==> config.mk <==
export PLATFORM = sky130hd
export DESIGN_NAME = ppc_ram
export DESIGN_NICKNAME = d
export VERILOG_FILES = /design/src/design/ppc_ram.sv
export SDC_FILE = /design/constraint.sdc
export NUM_CORES = 1
export LEC_CHECK = 0
export BUFFER_PORTS_ARGS = -buffer_cell sky130_fd_sc_hd__buf_2
export CAP_MARGIN = 20
export CORE_MARGIN = 1.5
export CORE_UTILIZATION = 25
export CTS_CLUSTER_DIAMETER = 150
export DETAILED_ROUTE_END_ITERATION = 12
export PLACE_DENSITY = 0.36
export RECOVER_POWER = 50
export SLEW_MARGIN = 10
export SYNTH_ARGS = -nofsm -noshare
export SYNTH_HDL_FRONTEND = slang
export SYNTH_SLANG_ARGS = --single-unit
==> constraint.sdc <==
create_clock -name clk -period 4.4 [get_ports clk]
set_clock_uncertainty 0.2 [all_clocks]
set_input_delay 0 -clock clk [delete_from_list [all_inputs] [get_ports clk]]
set_output_delay 0 -clock clk [all_outputs]
set_load 0.01 [all_outputs]
==> src/design/ppc_ram.sv <==
// Generic single-write, single-read synchronous RAM with registered read data.
// No dependencies.
module ppc_ram #(
	parameter int WIDTH = 8,
	parameter int DEPTH = 64
) (
	input  logic                     clk,
	input  logic                     we,
	input  logic [$clog2(DEPTH)-1:0] waddr,
	input  logic [WIDTH-1:0]         wdata,
	input  logic [$clog2(DEPTH)-1:0] raddr,
	output logic [WIDTH-1:0]         rdata
);

	logic [WIDTH-1:0] mem [DEPTH];

	always_ff @(posedge clk) begin
		if (we) begin
			mem[waddr] <= wdata;
		end
		rdata <= mem[raddr];
	end

endmodule

Word-level counts from Yosys, hierarchy flattened. Memory sizes are Yosys's and may differ from the RTL's. A register that Yosys moved wholly into a read port is not among the register bits. Cells that the tools add are included.

Multiplexer cells: 2.

Operator list (number): 1-bit two-way mux (2).

Register bits after elaboration: 0. Bits in writable memories: 512. Input bits: 22. Output and inout bits: 8. Word-level logic and storage cells: 3. Memories: 1.

Memory list: mem (depth 64, bits a word 8, rd ports 1, clocked after Yosys merged registers in 1, wr ports 1, line 15) `logic [WIDTH-1:0] mem [DEPTH];`.

Depth between registers and ports, before layout. Gate-level depths: netlist of the first run.

Depth in word-level cells: 2. Mapped depth: 9.

Least setup slack after synthesis of the first run. OpenSTA, ideal clock, no wires.

Path kind: reg2reg. From: memory mem[29][4]. To: register rdata[4] (read register of mem). Setup time: 0.132 ns. Arrival: 1.560 ns. Required time: 4.068 ns. Setup slack: 2.508 ns. Stages on the path, launching flop included: 6. Path buffers: 0. Clock period less this slack: 1.892 ns. Path through: edfxtp_1 > mux4_2 > mux2_2 > o221a_2 > nor3_1 > o32ai_1.

RTL lines: from (decl) (line 15); to (decl) (line 12) `output logic [WIDTH-1:0] rdata`.

Worst setup path in the final report of the first run.
From: input port wdata[2]. To: memory mem[54][2] (data pin).

RTL lines: from (decl) (line 10) `input logic [WIDTH-1:0] wdata,`.

Straight into the memory's write port.

==> metrics, run 1 <==
FF-to-FF Start=mem[29][6]$_DFFE_PP_; layout cells sized above 1=a little under a quarter; Async SR Flop Fraction=0%; # DRC=0; clock latency on the worst-skew pair=0.62 ns; clock sinks=520; row count=approximately 100; synth-to-layout area growth=16.47%; Routed Antenna Nets=0; crit-path cells=dlygate4sd3_1, buf_2, clkbuf_1; core footprint=between 70,000 and 80,000 um2; critical path's top delay family=buffers and inverters; Max clock buf depth=3; Root Buffer Master=clkbuf_16; Critical Path End Type=flop; Port Buffers=29; hold crit path type=in2reg; CP max stage cell=clkbuf_1; Peak Freq=299.2 MHz; Die ar.=82,380 um2; Leak=a little over 7 nW; failing checks=max-capacitance violations, max-slew violations; Syn Nets=about 960; worst-path maximum fanout=64; EDFF count, synth=about 510; max-slew violations=about 500; total grt overflow=0; Die X=roughly 290 um; Post-Synth Adder-Cell Area=0%; nets=1,045; synthesized cell area=slightly above 20,000 um2; largest family of logic cells by synthesized area=multiplexers; Rel. slew slack=-127.7%; status=finished, violations left; drt pass-1 iters=5; Tot GR Track Use=between 10% and 20%; vias=9,439; ANT cells=0; Fill cells=about 7,800; Reg clk slew, reported paths=approximately 0.060 ns; maxcap violations=8; Pwr Density=455.0 nW/um2; Mapped Cells=between 900 and 1,000; initial antenna violation count=2; CP Depth=3; DPL Wire Length=32,910 um; Synth area leaders=edfxtp_1, mux4_2, nor2_1, mux2i_1, dfxtp_1; hold-fix buffer count after cts=18; critical path required time=4.12 ns; hold_sp=waddr[4]; Worst-Margin Slew=between 3 and 4 ns; CP Class=in2reg; compound-gate portion of the synthesized area=under 10%; area leader, netlist=edfxtp_1; PostCTS Resize Cnt=0; Ys Warns=0; DIE HEIGHT=287.0 um; share of the synthesized area in the top cell type=76.24%; Crit. Startpoint=wdata[2]; H-tree Lvls=2; initial core utilization=about a quarter; Arr. time, crit path=between 3 and 4 ns; Final min period=3.343 ns; Fin Hold WS=around 0.066 ns; register area share after synthesis=77.03%; simple-gate share of the synthesized area=between 3 and 4%; fin crit share=75.97%; XOR/XNOR Fraction of Synth Area=0%; RSZ-0062 raised after global routing=false; Synth Flop Type=edfxtp_1; Crit path largest cell delay=2.38 ns; I/O pins=30; first-pass GRT wire length=~78,000 um; largest net degree at the start of global routing=slightly below 70; setup violators final=0; mux cell area share after synthesis=roughly 16%; TritonCTS clock tree=built; vias in the first global route=just under 10,000; Min-Delay Path Depth=3; worst-case vdd ir drop=~0.3 mV; Fin Setup TNS=0 ns; mean post-synth cell area=between 20 and 25 um2; CP startpoint kind=input port; vias per std cell=4.459; Post-CTS Setup Inserts=0; flops & latches, synth=520; Initial DRC Count=~700; worst r2r path cells=5; Pwr Total=around 11 mW; Yosys cell types=40; GP Congestion=approximately 0.73; drt total wl=54,320 um; total CTS buffers=57; WL per Instance=25.66 um; Multi-input gate area=4315 um2; Reg area=between 15,000 and 20,000 um2; final core utilization=roughly 30%; count of final hold-check violations=0; CP bufs+invs=3
==> sequential cells by signal, indices dropped and copies added, names as in the netlist <==
name,cells
mem,512
rdata,8
==> worst paths after layout <==
check,to,slack (ns)
hold reg to reg,rdata[0]$_DFF_P_,0.60
hold / removal,mem[50][6]$_DFFE_PP_,0.07
setup reg to reg,rdata[6]$_DFF_P_,1.81
setup / recovery,mem[54][2]$_DFFE_PP_,1.06
==> stage by stage <==
stage | instances | instance area [um2] | setup slack (ns)
after CTS | 2115 | 23510 | 1.530
after detailed placement | 1994 | 21560 | 1.166
after global placement | 1991 | 21520 | 1.158
final | 2117 | 23490 | 1.057
after floorplan | 940 | 20170 | 2.508
after global routing | 2117 | 23490 | 0.7821
==> logic make-up (layout without fill, tap and decap cells) <==
group,count (synthesis),count (layout)
and+or+nand+nor,153,153
buffers and inverters,51,178
DFF,520,520
AOI/OAI and AO/OA,54,54
muxes,162,162
==> worst reg2reg max path, stage by stage, from the launching register on <==
cell	delay (ns)
edfxtp_1	0.35
mux4_2	0.47
mux2_2	0.28
o221a_2	0.27
nor3_1	0.67
o32ai_1	0.19
==> cell usage after synthesis (2+ instances only) <==
library cell	number
mux4_2	126
buf_1	4
mux2_2	13
o22ai_1	8
nand4_1	2
dfxtp_1	8
o32ai_1	2
nand3b_1	3
o21ai_1	2
o2bb2ai_1	3
o221a_2	2
o41ai_1	2
a2111oi_0	2
nand2_1	19
o21a_1	2
nand2b_1	7
nor3_1	7
a22oi_1	3
mux2i_1	23
a21oi_1	3
o221ai_1	8
edfxtp_1	512
a211oi_1	4
buf_4	13
buf_6	4
buf_2	11
buf_12	2
o2111ai_1	3
nor2_1	83
a221oi_1	6
o21ai_0	2
nor4_1	2
nor2b_1	14
nand3_1	13
clkbuf_1	17
==> report_power, final <==
part / internal (mW) / leakage [nW] / switching [mW]
registers: 5.50 / 4.67 / 0.0183
logic: 0.192 / 1.57 / 0.342
clock network: 2.69 / 0.870 / 1.95
total: 8.38 / 7.11 / 2.31
==> cells in the final DEF (no fill, tap or decap), types with 6 or more instances in the layout <==
cell type | synthesis | routed
edfxtp_1 | 512 | 512
mux4_2 | 126 | 126
nor2_1 | 83 | 83
clkbuf_16 | 0 | 57
clkbuf_1 | 17 | 32
mux2i_1 | 23 | 23
nand2_1 | 19 | 19
dlygate4sd3_1 | 0 | 18
buf_2 | 11 | 17
buf_4 | 13 | 15
nor2b_1 | 14 | 14
mux2_2 | 13 | 13
nand3_1 | 13 | 13
clkinv_1 | 0 | 13
clkinv_2 | 0 | 9
o221ai_1 | 8 | 8
o22ai_1 | 8 | 8
dfxtp_1 | 8 | 8
nand2b_1 | 7 | 7
nor3_1 | 7 | 7
a221oi_1 | 6 | 6
==> cell type report <==
cell class	instances	area share, %
Tap cell	1050	5.593
Multi-Input combinational cell	369	18.37
Clock inverter	29	1.113
Sequential cell	520	66.14
Timing Repair Buffer	75	2.354
Clock buffer	74	6.429
==> metal layers <==
metal | up-vias | GRT usage (%) | share of wire [%]
li1 | 4106 | - | -
met5 | - | 0 | 0
met1 | 5026 | 18.77 | 47
met2 | 225 | 21.00 | 46
met4 | 0 | 3.803 | 2.2
met3 | 82 | 2.730 | 4.9
Note: power is estimated with default switching activity, not from simulation.
==> inputs of run 2 (changes only) <==
clock period = 3.25 ns   (was 4.4 ns; I/O delays follow)
==> metrics, run 2 (same netlist as run 1, synthesis figures left out) <==
Initial DRC Count=~730; Top Registers=mem (512), rdata (8); Pwr Total=14.74 mW; H-tree Lvls=2; DPL Wire Length=about 36,000 um; layout cells sized above 1=between 20 and 30%; Post-CTS Setup Inserts=0; RSZ-0062 raised after global routing=false; setup violators final=0; vias in the first global route=~10,000; CP Class=in2reg; commonest non-fill, non-tap cell in the layout=edfxtp_1; hold crit path type=in2reg; vias per std cell=between 4 and 5; Pwr Density=about 600 nW/um2; pre-CTS setup slack=0.3329 ns; total grt overflow=0; CP startpoint kind=input port; sequential power share=between 50% and 60%; worst-case vdd ir drop=between 0.3 and 0.4 mV; largest net degree at the start of global routing=65; drt pass-1 iters=4; status=finished, violations left; clock latency on the worst-skew pair=0.61 ns; Post-Place Cells=2,076; Peak Freq=about 380 MHz; nets=1,128; final cell area excluding filler cells=around 24,000 um2; critical path required time=between 3 and 4 ns; CP max stage cell=clkbuf_1; first-pass GRT wire length=roughly 81,000 um; CP bufs+invs=3; critical path's top delay family=buffers and inverters; Setup WS post-layout=approximately 0.6 ns; Worst-Margin Slew=roughly 2.3 ns; Crit path largest cell delay=1.62 ns; Routed Antenna Nets=0; Final min period=~2.7 ns; initial core utilization=between 20% and 30%; sw power=about 3.2 mW; Root Buffer Master=clkbuf_16; most frequent cells in the layout=edfxtp_1, mux4_2, buf_4; Top reg by flops=mem; Max clock buf depth=3; Rel. slew slack=-52.59%; Fin Hold WS=around 0.088 ns; I/O pins=30; dpl cell area=~22,000 um2; TritonCTS clock tree=built; synth-to-layout area growth=20.21%; max-slew violations=~210; fin crit share=81.61%; initial antenna violation count=1; clock network power share=between 40% and 50%; sw frac=between 20% and 30%; worst-path maximum fanout=34; # DRC=0; maxcap violations=6; Reg clk slew, reported paths=around 0.060 ns; count of final hold-check violations=0; crit-path cells=dlygate4sd3_1, clkbuf_1, clkbuf_1; core footprint=just under 80,000 um2; Tot GR Track Use=between 10% and 20%; Die X=between 200 and 300 um; failing checks=max-capacitance violations, max-slew violations; Port Buffers=29; Worst path most repeated cell=clkbuf_1; final core utilization=30.54%; Die ar.=approximately 80,000 um2; drt total wl=around 56,000 um; Internal=between 10 and 15 mW; DIE HEIGHT=around 290 um; vias=9,885; WL per Instance=approximately 26 um; row count=~100; Critical Path End Type=flop; Arr. time, crit path=between 2 and 3 ns; Leak=~7.6 nW; combinational power share=about 5.2%; Fin Setup TNS=0 ns; Finished Layout Cells=around 2,200; max reg flops=512; clock sinks=520; GP Congestion=0.7437; PostCTS Resize Cnt=0; ANT cells=0; total CTS buffers=between 50 and 60
[run 2: changes by cell type in the layout (fill, tap and decap cells not counted), moves of 4 or more]
cell / delta
buf_12: +5
buf_2: -5
buf_4: +77
buf_6: -5
clkbuf_2: +5
clkbuf_8: +4
clkinv_1: -6
[run 2: layout make-up]
type | instances | area (um2)
fill | 7778 | 55140
sequential | 520 | 15530
multi-input combinational | 369 | 4315
clock buffer | 78 | 1587
tap | 1050 | 1314
timing repair buffer | 157 | 1206
clock inverter | 26 | 285.3
[run 2: power groups by stage]
stage / clock network (mW) / logic (mW) / registers [mW]
after CTS: 6.71 / 0.811 / 7.45
after global placement: 0 / 0.783 / 7.60
after global routing: 6.95 / 0.834 / 7.46
after floorplan: 0 / 0.396 / 7.58
final: 6.51 / 0.772 / 7.46
after detailed placement: 0 / 0.791 / 7.60
[run 2: repair_timing]
action                                 in CTS  in global routing
endpoints found under the hold margin     428                  0
setup endpoints to repair                   0                  0
hold buffers                               20                  0
[run 2: metal layers]
layer  global-route usage, %  share of wire, %  vias up
li1                        -                 -     4266
met1                   19.69                47     5339
met2                   21.99                46      213
met3                   2.595               4.5       67
met4                   3.342               1.7        0
met5                       0                 0        -
[run 2: worst register-to-register path: stages, from the launching register on]
cell and delay [ns]:
edfxtp_1 0.36, mux4_2 0.46, mux2_2 0.28, o221a_2 0.28, nor3_1 0.66, o32ai_1 0.19
[run 2: final timing paths]
path                                            from                   end  slack [ns]  cells past startpoint
worst min-delay path                        waddr[5]  mem[30][7]$_DFFE_PP_        0.09                      3
worst max-delay path                        wdata[0]   mem[5][0]$_DFFE_PP_        0.60                      3
worst max register to register  mem[20][4]$_DFFE_PP_      rdata[4]$_DFF_P_        0.69                      5
worst min register to register  mem[34][2]$_DFFE_PP_      rdata[2]$_DFF_P_        0.61                      4
