==> src/design/ppc_pkg.sv <==
// Shared types and constants of the pairwise proximity and CPA engine.
// No dependencies.
package ppc_pkg;

	localparam int DEF_MAX_ENTITIES = 64;
	localparam int DEF_COORD_BITS   = 24;
	localparam int DEF_TEAM_BITS    = 4;

	localparam int IDX_W      = 6;
	localparam int ENT_W      = 7;
	localparam int DIST_W     = 25;
	localparam int TIME_W     = 32;
	localparam int SQ_W       = 52;
	localparam int CMD_W      = 2;
	localparam int IN_DATA_W  = 168;
	localparam int OUT_DATA_W = 184;
	localparam int CFG_IDX_W  = 1;
	localparam int CFG_DATA_W = 16;
	localparam int CNT_W      = 7;

	localparam int DOT_W      = 64;
	localparam int ROOT_W     = 32;
	localparam int MUL_W      = 32;
	localparam int PW         = 66;
	localparam int SQ_ACC_W   = 54;
	localparam int RESULT_LIMIT = 64;

	localparam logic [ENT_W-1:0]  NO_ENTITY = 7'd64;
	localparam logic [DIST_W-1:0] DIST_MAX  = '1;
	localparam logic [SQ_W-1:0]   SQ_MAX    = '1;

	typedef enum logic [CMD_W-1:0] {
		CMD_LOAD  = 2'd0,
		CMD_SWEEP = 2'd1,
		CMD_PAIR  = 2'd2
	} cmd_t;

	typedef enum logic [CFG_IDX_W-1:0] {
		REG_ACTIVE_COUNT = 1'b0,
		REG_VEL_EPSILON  = 1'b1
	} reg_idx_t;

	typedef enum logic [1:0] {
		DOT_DD,
		DOT_VV,
		DOT_WV
	} dot_mode_t;

	typedef enum logic [3:0] {
		ST_IDLE,
		ST_RD_A,
		ST_LAT_A,
		ST_RD_B,
		ST_LAT_B,
		ST_DOT,
		ST_DOT_END,
		ST_SQRT,
		ST_DIV,
		ST_TIME,
		ST_CPA_MUL,
		ST_CPA_RND,
		ST_CPA_SQ,
		ST_CPA_ACC,
		ST_EMIT
	} state_t;

endpackage

==> src/design/ppc_isqrt.sv <==
// Iterative integer square root, one result bit per cycle.
// Depends on ppc_pkg.
module ppc_isqrt
	import ppc_pkg::*;
(
	input  logic              clk,
	input  logic              arst_n,
	input  logic              start,
	input  logic [DOT_W-1:0]  value,
	output logic              done,
	output logic [ROOT_W-1:0] root
);

	logic             busy_q;
	logic             done_q;
	logic [DOT_W-1:0] v_q;
	logic [DOT_W-1:0] r_q;
	logic [DOT_W-1:0] bit_q;
	logic [4:0]       cnt_q;
	logic [DOT_W-1:0] rb;
	logic             take;

	always_comb begin
		rb   = r_q + bit_q;
		take = v_q >= rb;
	end

	always_ff @(posedge clk or negedge arst_n) begin
		if (!arst_n) begin
			busy_q <= 1'b0;
			done_q <= 1'b0;
		end else begin
			done_q <= 1'b0;
			if (start) begin
				busy_q <= 1'b1;
			end else if (busy_q && cnt_q == 5'd31) begin
				busy_q <= 1'b0;
				done_q <= 1'b1;
			end
		end
	end

	always_ff @(posedge clk) begin
		if (start) begin
			v_q   <= value;
			r_q   <= '0;
			bit_q <= DOT_W'(1) << (DOT_W - 2);
			cnt_q <= '0;
		end else if (busy_q) begin
			if (take) begin
				v_q <= v_q - rb;
				r_q <= (r_q >> 1) + bit_q;
			end else begin
				r_q <= r_q >> 1;
			end
			bit_q <= bit_q >> 2;
			cnt_q <= cnt_q + 5'd1;
		end
	end

	assign done = done_q;
	assign root = r_q[ROOT_W-1:0];

endmodule

==> config.mk <==
export PLATFORM = sky130hd
export DESIGN_NAME = ppc_isqrt
export DESIGN_NICKNAME = d
export VERILOG_FILES = /design/src/design/ppc_pkg.sv /design/src/design/ppc_isqrt.sv
export SDC_FILE = /design/constraint.sdc
export NUM_CORES = 1
export LEC_CHECK = 0
export ABC_AREA = 1
export ABC_CLOCK_PERIOD_IN_PS = 8700
export BUFFER_PORTS_ARGS = -buffer_cell sky130_fd_sc_hd__buf_2
export CAP_MARGIN = 40
export CORE_ASPECT_RATIO = 1.5
export CORE_MARGIN = 3
export CORE_UTILIZATION = 25
export CTS_CLUSTER_DIAMETER = 120
export DETAILED_ROUTE_END_ITERATION = 10
export GPL_ROUTABILITY_DRIVEN = 0
export HOLD_SLACK_MARGIN = 0.03
export PLACE_DENSITY_LB_ADDON = 0.05
export SYNTH_ARGS = -nofsm -noshare
export SYNTH_HDL_FRONTEND = slang
export SYNTH_SLANG_ARGS = --single-unit
export TNS_END_PERCENT = 50
==> constraint.sdc <==
create_clock -name clk -period 8.7 [get_ports clk]
set_clock_uncertainty 0.15 [all_clocks]
set_input_delay 0 -clock clk [delete_from_list [all_inputs] [get_ports clk]]
set_output_delay 0 -clock clk [all_outputs]
set_load 0.01 [all_outputs]
Word level (Yosys, flattened, before mapping)
Index checks and enable logic that the tools add are counted.
- register bits: 167
- input port bits: 67
- logic and storage cells: 25
- add/sub/neg operators: 4
- order comparisons: 1
- eq/ne operators: 1
- muxes and demuxes: 8
- reduce and logical (&&, ||, !) cells: 5
- operators with widths (cell ; number):
    $mux 64 ; 4
    $add 63x63->64 ; 1
    $add 64x63->64 ; 1
    $ge 64x64->1 ; 1
    $sub 64x64->64 ; 1
    $reduce_bool 2->1 ; 3
    $add 5x1->5 const B ; 1
    $eq 5x5->1 const B ; 1
    $mux 1 ; 4
    $reduce_and 2->1 ; 1
    $logic_and 1x1->1 ; 1

Longest topological paths before layout
Gate-level depths: netlist of run 1.
- depth after elaboration: 5
- depth in mapped cells: 31

Worst setup path before layout of run 1
Ideal clock, no wire load.
- path kind: reg2reg
- start point: register r_q[6]
- end point: register v_q[0] (enable)
- setup time: 424 ps
- arrival time: 4526 ps
- slack: 3600 ps
- cell stages (with the launch flop): 24
- buffers on the path: 1
- period minus slack after synthesis: 5100 ps
- path through: dfxtp_1 -> ha_1 -> nand2_1 -> o21ai_0 -> nor2_1 -> nand2_1 -> o21ai_0 -> o21ai_1 -> nand2_1 -> nand2_1 -> a21oi_1 -> xor2_1 -> ha_1 -> nand2_1 -> nor2_1 -> inv_2 -> nor2_2 -> nand2_1 -> nor3_2 -> nand2_2 -> nand2_2 -> nand2_2 -> buf_2 -> nand2_1
- longest elaborated chain between the ends: 4
- RTL lines (item ; RTL line ; text):
    start: declaration ; ppc_isqrt.sv:17 ; logic [DOT_W-1:0] r_q;
    start signal: assignment ; ppc_isqrt.sv:52 ; r_q <= (r_q >> 1) + bit_q;
    start signal: assignment ; ppc_isqrt.sv:54 ; r_q <= r_q >> 1;
    $add 64x63->64 ; ppc_isqrt.sv:24 ; rb = r_q + bit_q;
    $ge 64x64->1 ; ppc_isqrt.sv:25 ; take = v_q >= rb;
    $reduce_bool 2->1 (no source line) ; - ;
    $reduce_and 2->1 (no source line) ; - ;
    end signal: assignment ; ppc_isqrt.sv:45 ; v_q <= value;
    end signal: assignment ; ppc_isqrt.sv:51 ; v_q <= v_q - rb;
    end: declaration ; ppc_isqrt.sv:16 ; logic [DOT_W-1:0] v_q;
No other way between the ends.
A chain may end at the register's enable or synchronous reset.

Worst setup path in the final report of run 1
- start point: register r_q[26]
- end point: register v_q[14] (enable)
The elaborated chain is that of the path after synthesis.

==> results of run 1 <==
## flip-flops by register name, summed over array words and instances, names as in the netlist
| name | flops |
|---|---|
| bit_q | 32 |
| busy_q | 1 |
| cnt_q | 5 |
| done | 1 |
| r_q | 64 |
| v_q | 64 |
## cell type report
class	instances	share of cell area [%]
multi-input combinational	2817	60.1
sequential	167	17.4
inverter	494	8.08
timing repair buffer	191	6.29
tap	1032	5.62
clock buffer	17	1.85
clock inverter	15	0.681
## critical path: cells and delay by family, from the launching register on
family | cells | cell delay [ns]
AO/OA/AOI/OAI | 6 | 1.79
buffers and inverters | 1 | 0.29
adder cells (fa/ha/maj) | 2 | 0.71
AND/OR/NAND/NOR | 9 | 1.88
flip-flops | 1 | 0.66
XOR/XNOR | 1 | 0.19
## layout by cell type, fill, tap and decap left out, types with 3 or more instances in the layout
| cell type | n |
|---|---|
| a211oi_1 | 4 |
| a21o_1 | 12 |
| a21oi_1 | 218 |
| a21oi_2 | 8 |
| a31oi_1 | 16 |
| and2_1 | 4 |
| buf_2 | 98 |
| buf_4 | 9 |
| clkbuf_16 | 17 |
| clkinv_2 | 3 |
| dfxtp_1 | 101 |
| dlygate4sd3_1 | 80 |
| edfxtp_1 | 64 |
| ha_1 | 132 |
| inv_1 | 487 |
| inv_2 | 5 |
| inv_6 | 5 |
| inv_8 | 3 |
| nand2_1 | 1216 |
| nand2_2 | 8 |
| nand3_1 | 298 |
| nand3b_1 | 33 |
| nand4_1 | 30 |
| nor2_1 | 446 |
| nor2_2 | 10 |
| nor3_1 | 40 |
| nor4_1 | 7 |
| o211ai_1 | 6 |
| o21a_1 | 5 |
| o21ai_0 | 167 |
| o21ai_1 | 9 |
| o21bai_1 | 23 |
| or2_2 | 14 |
| xnor2_1 | 53 |
| xor2_1 | 47 |
## cells in the mapped netlist (all sizes together), types with 2 or more instances
| cell | n |
|---|---|
| a211oi | 4 |
| a21o | 12 |
| a21oi | 227 |
| a31oi | 16 |
| and2 | 4 |
| buf | 73 |
| clkbuf | 47 |
| dfrtp | 2 |
| dfxtp | 101 |
| edfxtp | 64 |
| ha | 132 |
| inv | 494 |
| nand2 | 1225 |
| nand3 | 299 |
| nand3b | 33 |
| nand4 | 30 |
| nor2 | 457 |
| nor3 | 41 |
| nor4 | 7 |
| o211ai | 6 |
| o21a | 5 |
| o21ai | 176 |
| o21bai | 23 |
| o311ai | 2 |
| or2 | 14 |
| xnor2 | 53 |
| xor2 | 47 |
## how the worst max path moves through the flow
stage / end / slack [ns]
after floorplan: v_q[0] / 3.60
after global placement: v_q[10] / 2.52
after detailed placement: v_q[9] / 2.66
after CTS: v_q[14] / 2.62
after global routing: v_q[14] / 2.28
final: v_q[14] / 2.63
## metrics by stage
stage | hold slack [ns] | util, %
global placement | -0.361 | 26.8
floorplan | -0.446 | -
finish | 0.105 | 28.6
detailed placement | -0.362 | 26.9
global route | 0.115 | 28.6
CTS | 0.0597 | 28.6
## report_power, final
group	internal [W]	total, W	leakage (nW)	switching [W]
sequential	0.00117	0.00152	1.51	0.000354
combinational	0.00163	0.00502	8.49	0.00338
clock	0.000383	0.000835	0.284	0.000452
total	0.00319	0.00738	10.3	0.00419
## logic make-up (layout without fill, tap and decap cells)
family	after synthesis	count (layout)	synth area share, %
AO/OA/AOI/OAI	473	473	12.6
XOR/XNOR	100	100	4.32
adder cells (fa/ha/maj)	133	133	8.24
buffers and inverters	614	717	12.4
flip-flops	167	167	19.7
AND/OR/NAND/NOR	2111	2111	42.7
## per-layer routing
layer / vias to the layer above / GRT usage (%) / share of wire, %
li1: 11700 / - / -
met1: 10600 / 25.3 / 39
met2: 406 / 45.7 / 53
met3: 181 / 2.27 / 1.9
met4: 0 / 13.6 / 6.2
met5: - / 0 / 0
==> reports/qor.csv, run 1 <==
metric,value,unit
start point of the worst hold path,value[11],
CP Cell Sequence,ha_1 > nand2_1 > o21ai_0 > nand2_1 > o21ai_0 > o21bai_1 > a21oi_1 > o21ai_0 > xnor2_1 > ha_1 > nand2_1 > nor2_1 > nand2_1 > nor2_1 > a21oi_4 > nand2_2 > nand2_2 > nand2_4 > buf_12,
largest fanout of any net on the critical path,34,
Pre-antenna DRT Iters,5,
startpoint of the worst register-to-register path,r_q[26],
Nets,3888,
number of max-slew violations in the final report,0,
areal power density over the cells,321,nW/µm²
slack of the critical path,2.63,ns
worst path arrival time,6.14,ns
RSZ-0062 raised after global routing,no,
mean instance size in the synthesized netlist,5.64,µm²
class of the worst hold path,in -> reg,
number of hold-slack violations in the final timing report,0,
number of max-capacitance violations reported,0,
antenna-violating nets left,0,
post-CTS setup buffer count,0,
synthesis-stage register bit count,167,
count of cells along the worst hold path,4,
site row count,127,
Synth area leader,nand2_1,
net count of the mapped netlist,3798,
start-to-end type of the worst setup path,reg -> reg,
Starting Density,25.3,%
Post-Syn Instances,3598,
Final HPWL DP,83700,µm
cell area after layout,23000,µm²
Clock Sinks,167,
number of enable-type register cells in the synthesized netlist,64,
Tightest Pin Transition,0.899,ns
cells resized by post-CTS repair,0,
leading post-synthesis cells by cell area,"nand2_1, dfxtp_1, edfxtp_1",
instance area after placement,21600,µm²
portion of the post-synthesis area used by sequential elements,19.7,%
Placed Instances,4621,
clock period minus final worst setup slack,6.07,ns
number of hold buffers added after CTS,80,
Root Driver,clkbuf_16,
Core Footprint,80200,µm²
clock-pin transition on the worst setup and hold timing paths,0.09,ns
routed via count divided by cell count,4.83,
chip width,239,µm
area of the multi-input gates,13800,µm²
vias after detailed routing,22800,
cell count of the worst reg-to-reg path,19,
power after layout,0.00738,W
number of design rule violations left after detail routing,0,
port buffer count,99,
vias in the first global route,23800,
startpoint types,flip-flop,
Layout Cells excl Fill,4733,
Fmax,165,MHz
first-iteration detailed-routing DRC count,1283,
IR Drop Worst-Case VDD,176,µV
cell area after synthesis,20300,µm²
share of async-settable or async-resettable flops after synthesis,1.20,%
overflow left after global routing,0,
Finish-stage setup viols,0,
Setup Slack @ Placement,2.66,ns
CP peak stage delay,0.66,ns
end of the worst register-to-register path,v_q[14],
relative area change from synthesis to final layout,13.2,%
clock tree from TritonCTS,built,
largest net degree at the start of global routing,71,
slowest cell on the critical path,dfxtp_1,
Ports,100,
CP required,8.77,ns
total routing usage reported by global routing,23.9,%
FF+latch area,4000,µm²
CP Launch Point,r_q[26],
Total Neg Setup Slack,0,ns
"Top cell by count, worst path",nand2_1,
setup slack of the most critical reg-to-reg path,2.63,ns
dominant register cell in the synthesized netlist,dfxtp_1,
H-Tree Depth,4,
fillcell total,9326,
count of cell types in the netlist,43,
routed wire length,101000,µm
Crit. End Element,flip-flop,
Static Leak,10.3,nW
first-pass GRT wire length,148000,µm
clock buffer count from CTS,17,
detail-routed net length per standard cell,21.4,µm
share of Yosys cell area claimed by the top area cell type,22.5,%
DIE AREA,84700,µm²
number of warning messages in the yosys log,0,
latest clock arrival within the worst-skew pair,0.54,ns
fraction of layout instances using a drive strength above 1,5.30,%
crit share post-route,69.8,%
Max transition margin,39.4,%
result of the run,completed,
destination of the worst hold path,v_q[11],
chip height,355,µm
initial antenna violation count,0,
number of diodes added for antenna fixing,0,
maximum root-to-sink buffer count,2,
(Power assumes the default switching activity.)
==> run 2, diff against run 1 <==
--- a/config.mk
+++ b/config.mk
@@ -5,8 +5,8 @@
 export SDC_FILE = /design/constraint.sdc
 export NUM_CORES = 1
 export LEC_CHECK = 0
-export ABC_AREA = 1
-export ABC_CLOCK_PERIOD_IN_PS = 8700
+export ABC_AREA = 0
+export ABC_CLOCK_PERIOD_IN_PS = 5600
 export BUFFER_PORTS_ARGS = -buffer_cell sky130_fd_sc_hd__buf_2
 export CAP_MARGIN = 40
 export CORE_ASPECT_RATIO = 1.5
==> constraint.sdc (replaced) <==
create_clock -name clk -period 5.6 [get_ports clk]
set_clock_uncertainty 0.15 [all_clocks]
set_input_delay 0 -clock clk [delete_from_list [all_inputs] [get_ports clk]]
set_output_delay 0 -clock clk [all_outputs]
set_load 0.01 [all_outputs]
==> run 2 against run 1 <==
  * Critical path depth is 5 higher
  * Die area is 23% lower
  * Final area is 9.6% lower
  * Sequential cell count stayed put
  * Global-route usage is 4.7 points lower
  * Synthesized cell count is 45% lower
  * Clock-buffer cell count is 8 higher
  * First-iteration DRC count is 42% lower
  * Critical endpoint is now r_q[53]
  * Largest power group unchanged
  * Highest routed layer unchanged
==> reports/qor.csv, run 2 <==
metric,value,unit
largest net degree at the start of global routing,72,
Pre-antenna DRT Iters,5,
crit share post-route,95.2,%
share of async-settable or async-resettable flops after synthesis,1.20,%
Final Hold Slack,0.161,ns
Tightest Pin Transition,0.751,ns
CP required,5.86,ns
number of warning messages in the yosys log,0,
number of max-capacitance violations reported,0,
Clock Sinks,167,
Synth area leader,dfxtp_1,
areal power density over the cells,535,nW/µm²
number of max-slew violations in the final report,0,
detail-routed net length per standard cell,20.5,µm
routed via count divided by cell count,5.00,
number of enable-type register cells in the synthesized netlist,64,
Setup Slack @ Placement,-0.272,ns
fillcell total,6592,
overflow left after global routing,0,
Ports,100,
Total Neg Setup Slack,0,ns
fraction of layout instances using a drive strength above 1,25.0,%
latest clock arrival within the worst-skew pair,0.51,ns
instance area after placement,18800,µm²
site row count,111,
result of the run,completed,
relative area change from synthesis to final layout,33.0,%
Static Leak,8.84,nW
first-pass GRT wire length,96600,µm
start-to-end type of the worst setup path,reg -> reg,
FF+latch area,4010,µm²
Crit. End Element,flip-flop,
Starting Density,25.4,%
mean instance size in the synthesized netlist,7.87,µm²
chip width,210,µm
worst path arrival time,5.59,ns
clock tree from TritonCTS,built,
routed wire length,64500,µm
DIE AREA,65600,µm²
setup slack of the most critical reg-to-reg path,0.27,ns
Nets,2547,
Fmax,188,MHz
most frequent cell after synthesis,nand2_1,
class of the worst hold path,in -> reg,
switching share of power,46.0,%
count of cell types in the netlist,92,
count of cells along the worst hold path,4,
Post-Syn Instances,1985,
final core occ,33.8,%
share of Yosys cell area claimed by the top area cell type,12.9,%
portion of the post-synthesis area used by sequential elements,25.6,%
Pint,0.00599,W
H-Tree Depth,4,
cell count of the worst reg-to-reg path,24,
IR Drop Worst-Case VDD,256,µV
total routing usage reported by global routing,19.2,%
RSZ-0062 raised after global routing,yes,
clock-pin transition on the worst setup and hold timing paths,0.07,ns
vias in the first global route,16300,
cell area after layout,20800,µm²
list of most frequent post-synthesis cells,"nand2_1, nor2_1, o21ai_0",
initial antenna violation count,0,
leading post-synthesis cells by cell area,"dfxtp_1, edfxtp_1, ha_1",
dominant register cell in the synthesized netlist,dfxtp_1,
Root Driver,clkbuf_16,
number of hold-slack violations in the final timing report,0,
Max transition margin,49.4,%
Comb pwr share,69.6,%
Core Footprint,61500,µm²
largest registers,"r_q (64), v_q (64), bit_q (32)",
clock period minus final worst setup slack,5.33,ns
startpoint types,flip-flop,
clock buffer count from CTS,17,
"most common cell after layout, fill and taps aside",buf_4,
chip height,312,µm
area of the multi-input gates,11200,µm²
power share of the clock group,11.9,%
first-iteration detailed-routing DRC count,747,
number of diodes added for antenna fixing,0,
antenna-violating nets left,0,
slack of the critical path,0.272,ns
synthesis-stage register bit count,167,
port buffer count,99,
net switching power of the design,0.00511,W
largest fanout of any net on the critical path,7,
cell area after synthesis,15600,µm²
number of design rule violations left after detail routing,0,
Final HPWL DP,52000,µm
vias after detailed routing,15800,
part of the total power dissipated in sequential elements,18.5,%
Finish-stage setup viols,0,
maximum root-to-sink buffer count,2,
"top library cells by usage in the layout, fill and taps aside","buf_4, nand2_1, nor2_1, o21ai_0, ha_1",
net count of the mapped netlist,2185,
## run 2: changes by cell type after synthesis, sizes merged, moves of 45 or more
cell,change
a21o,+45
a21oi,-93
a31oi,+46
inv,-448
mux2i,+45
nand2,-999
nand3,-266
nor2,-260
## run 2: final cells by class
cell class	instances	area share, %
clock inverter	7	0.380
inverter	47	0.850
tap	791	4.77
clock buffer	25	2.60
multi-input combinational	1627	54.1
sequential	167	19.3
timing repair buffer	487	18.0
## run 2: power by group through the flow
stage	logic [W]	clock network [W]	registers, W
2_1_floorplan	0.00437	0	0.00196
3_3_place_gp	0.00744	0	0.00209
3_5_place_dp	0.00741	0	0.00208
4_1_cts	0.00750	0.00137	0.00206
5_1_grt	0.00850	0.00141	0.00208
6_report	0.00774	0.00132	0.00205
## run 2: path summary, 6_finish.rpt
check	startpoint	to
setup / recovery	bit_q[10]	r_q[53]
hold reg to reg	cnt_q[4]	cnt_q[4]
hold / removal	value[55]	v_q[55]
min in group asynchronous	arst_n	busy_q
max in group asynchronous	arst_n	busy_q
setup reg to reg	bit_q[10]	r_q[53]
## run 2: what timing repair did
action,in CTS,in global routing
setup buffers,0,13
hold buffers,67,0
cloned,0,3
resized for setup,14,99
pin swaps,4,51
hold endpoints to repair,108,0
endpoints found under the setup margin,134,147
## run 2: cells by family (layout without fill, tap and decap cells)
family | after synthesis | in the layout | synth area share [%]
and+or+nand+nor | 651 | 651 | 19.4
AOI/OAI and AO/OA | 638 | 638 | 26.6
buffers and inverters | 191 | 566 | 5.74
DFF | 167 | 167 | 25.6
xor gates and xnor gates | 155 | 155 | 8.69
adders and majority gates | 133 | 133 | 10.7
muxes | 50 | 50 | 3.24
## run 2: per-layer routing
metal | share of wire, % | vias to the layer above | GRT usage [%]
met3 | 2.1 | 66 | 2.72
met5 | 0 | - | 0
met2 | 55 | 220 | 37.2
met4 | 3.3 | 0 | 7.31
met1 | 40 | 7476 | 20.8
li1 | - | 7993 | -
## run 2: critical path: stages, from the launching register on
cell      delay, ns
dfxtp_2        0.34
ha_4           0.29
a31oi_4        0.08
o21bai_1       0.24
buf_4          0.15
a21oi_2        0.03
buf_6          0.14
nor4_4         0.32
o41a_1         0.37
nand3_2        0.12
nand3_2        0.14
a31o_2         0.18
nand2_1        0.09
xor2_2         0.19
ha_1           0.31
nand4_1        0.14
or3_4          0.43
nor2_4         0.09
nand4_1        0.13
a221oi_4       0.27
nor2_4         0.12
buf_12         0.17
buf_12         0.13
or3_4          0.35
a311oi_2       0.24
## run 2: per-stage QoR
step | power, W | std cells
3_5_place_dp | 0.00949 | 3038
5_1_grt | 0.0120 | 3151
6_report | 0.0111 | 3151
3_3_place_gp | 0.00954 | 3037
4_1_cts | 0.0109 | 3137
2_1_floorplan | 0.00633 | 1985
==> run 3, diff against run 2 <==
--- a/config.mk
+++ b/config.mk
@@ -6,9 +6,11 @@
 export NUM_CORES = 1
 export LEC_CHECK = 0
 export ABC_AREA = 0
-export ABC_CLOCK_PERIOD_IN_PS = 5600
+export ABC_CLOCK_PERIOD_IN_PS = 5850
 export BUFFER_PORTS_ARGS = -buffer_cell sky130_fd_sc_hd__buf_2
 export CAP_MARGIN = 40
+export CELL_PAD_IN_SITES_DETAIL_PLACEMENT = 1
+export CELL_PAD_IN_SITES_GLOBAL_PLACEMENT = 1
 export CORE_ASPECT_RATIO = 1.5
 export CORE_MARGIN = 3
 export CORE_UTILIZATION = 25
@@ -17,6 +19,7 @@
 export GPL_ROUTABILITY_DRIVEN = 0
 export HOLD_SLACK_MARGIN = 0.03
 export PLACE_DENSITY_LB_ADDON = 0.05
+export SLEW_MARGIN = 20
 export SYNTH_ARGS = -nofsm -noshare
 export SYNTH_HDL_FRONTEND = slang
 export SYNTH_SLANG_ARGS = --single-unit
==> constraint.sdc (replaced) <==
create_clock -name clk -period 5.85 [get_ports clk]
set_clock_uncertainty 0.15 [all_clocks]
set_input_delay 0 -clock clk [delete_from_list [all_inputs] [get_ports clk]]
set_output_delay 0 -clock clk [all_outputs]
set_load 0.01 [all_outputs]
==> run 3 against run 2 <==
  * Final cell count decreased by 2.4%
  * Via count grew 0.59%
  * Routed wire length is 4.1% higher
  * Clock power down 8%
  * Register-to-register slack gained 0.02 ns
  * Worst setup slack improved by 0.018 ns
  * Combinational power is 8.9% lower
  * Critical endpoint is now r_q[19]
==> reports/qor.csv, run 3 (synthesized netlist as in run 2, its figures left out) <==
metric,value,unit
result of the run,completed,
startpoint types,flip-flop,
first-pass GRT wire length,102000,µm
overflow left after global routing,0,
total routing usage reported by global routing,20.3,%
routed via count divided by cell count,5.15,
H-Tree Depth,4,
clock period minus final worst setup slack,5.56,ns
number of buffers and inverters on the critical path,5,
number of design rule violations left after detail routing,0,
"top library cells by usage in the layout, fill and taps aside","buf_4, nand2_1, nor2_1, o21ai_0, ha_1",
antenna-violating nets left,0,
latest clock arrival within the worst-skew pair,0.51,ns
largest net degree at the start of global routing,146,
slack of the critical path,0.289,ns
initial antenna violation count,0,
Total Neg Setup Slack,0,ns
slowest cell on the critical path,or3_4,
CP peak stage delay,0.43,ns
port buffer count,99,
Starting Density,25.4,%
number of max-slew violations in the final report,0,
number of max-capacitance violations reported,0,
Setup Slack @ Placement,-0.439,ns
part of the total power dissipated in sequential elements,19.1,%
CP required,6.15,ns
Max transition margin,46.6,%
site row count,111,
worst path arrival time,5.86,ns
clock-pin transition on the worst setup and hold timing paths,0.07,ns
Root Driver,clkbuf_16,
Tightest Pin Transition,0.793,ns
Crit. End Element,flip-flop,
Comb pwr share,69.0,%
clock buffer count from CTS,17,
Pre-antenna DRT Iters,5,
final core occ,32.5,%
chip height,312,µm
"Top cell by count, worst path",buf_4,
largest registers,"r_q (64), v_q (64), bit_q (32)",
"most common cell after layout, fill and taps aside",buf_4,
chip width,210,µm
cell area after layout,20000,µm²
Pint,0.00536,W
net switching power of the design,0.00485,W
relative area change from synthesis to final layout,28.0,%
start-to-end type of the worst setup path,reg -> reg,
Nets,2472,
power after layout,0.0102,W
routed wire length,67100,µm
number of hold-slack violations in the final timing report,0,
first-iteration detailed-routing DRC count,561,
class of the worst hold path,in -> reg,
instance area after placement,18200,µm²
vias in the first global route,17200,
Core Footprint,61500,µm²
crit share post-route,95.1,%
fraction of layout instances using a drive strength above 1,20.5,%
areal power density over the cells,511,nW/µm²
maximum root-to-sink buffer count,2,
largest fanout of any net on the critical path,27,
Final HPWL DP,54000,µm
Clock Sinks,167,
Fmax,180,MHz
Finish-stage setup viols,0,
clock tree from TritonCTS,built,
IR Drop Worst-Case VDD,292,µV
RSZ-0062 raised after global routing,yes,
power share of the clock group,11.9,%
vias after detailed routing,15800,
DIE AREA,65600,µm²
Static Leak,8.42,nW
Ports,100,
switching share of power,47.5,%
number of diodes added for antenna fixing,0,
detail-routed net length per standard cell,21.8,µm
family with the most delay on the worst path,compound AO/OA/AOI/OAI gates,
[run 3: power groups by stage]
stage / clock [W] / combinational, W / sequential (W)
2_1_floorplan: 0 / 0.00417 / 0.00188
3_3_place_gp: 0 / 0.00681 / 0.00199
3_5_place_dp: 0 / 0.00687 / 0.00198
4_1_cts: 0.00127 / 0.00695 / 0.00196
5_1_grt: 0.00130 / 0.00780 / 0.00198
6_report: 0.00121 / 0.00705 / 0.00195
[run 3: worst register-to-register path: cells and delay by family, from the launching register on]
family | cells | cell delay (ns)
buffers and inverters | 5 | 0.82
and+or+nand+nor | 8 | 1.40
DFF | 1 | 0.33
adders and majority gates | 2 | 0.69
AOI/OAI and AO/OA | 10 | 2.15
[run 3: final timing paths]
check / startpoint / to / slack [ns] / cells after the start
setup / recovery: r_q[16] / r_q[19] / 0.29 / 25
hold / removal: value[7] / v_q[7] / 0.17 / 4
setup reg to reg: r_q[16] / r_q[19] / 0.29 / 25
hold reg to reg: cnt_q[4] / cnt_q[4] / 0.36 / 2
max in group asynchronous: arst_n / busy_q / 5.21 / 3
min in group asynchronous: arst_n / busy_q / 0.20 / 3
[run 3: cell type report]
class | count | area (µm²)
fill | 7373 | 41500
clock inverter | 13 | 116
multi-input combinational | 1627 | 11000
sequential | 167 | 4000
inverter | 47 | 176
clock buffer | 19 | 464
tap | 791 | 990
timing repair buffer | 412 | 3210
[run 3: routing by layer]
| layer | global-route usage, % | routed length [µm] | vias up |
|---|---|---|---|
| li1 | - | - | 7848 |
| met4 | 6.55 | 1870 | 0 |
| met5 | 0 | 0 | - |
| met1 | 21.0 | 26000 | 7768 |
| met3 | 2.96 | 1330 | 65 |
| met2 | 40.9 | 37900 | 167 |
[run 3: timing repair]
item | 4_1_cts | 5_1_grt
gates cloned | 0 | 4
setup buffers | 0 | 5
gates resized for setup | 12 | 51
endpoints found under the setup margin | 136 | 144
pin swaps | 0 | 15
hold buffers | 74 | 0
endpoints found under the hold margin | 73 | 0
[run 3: per-stage QoR]
| step | cells | hold slack, ns |
|---|---|---|
| 4_1_cts | 3067 | 0.119 |
| 5_1_grt | 3076 | 0.151 |
| 6_report | 3076 | 0.168 |
| 3_5_place_dp | 2961 | -0.365 |
| 2_1_floorplan | 1985 | -0.446 |
| 3_3_place_gp | 2960 | -0.362 |
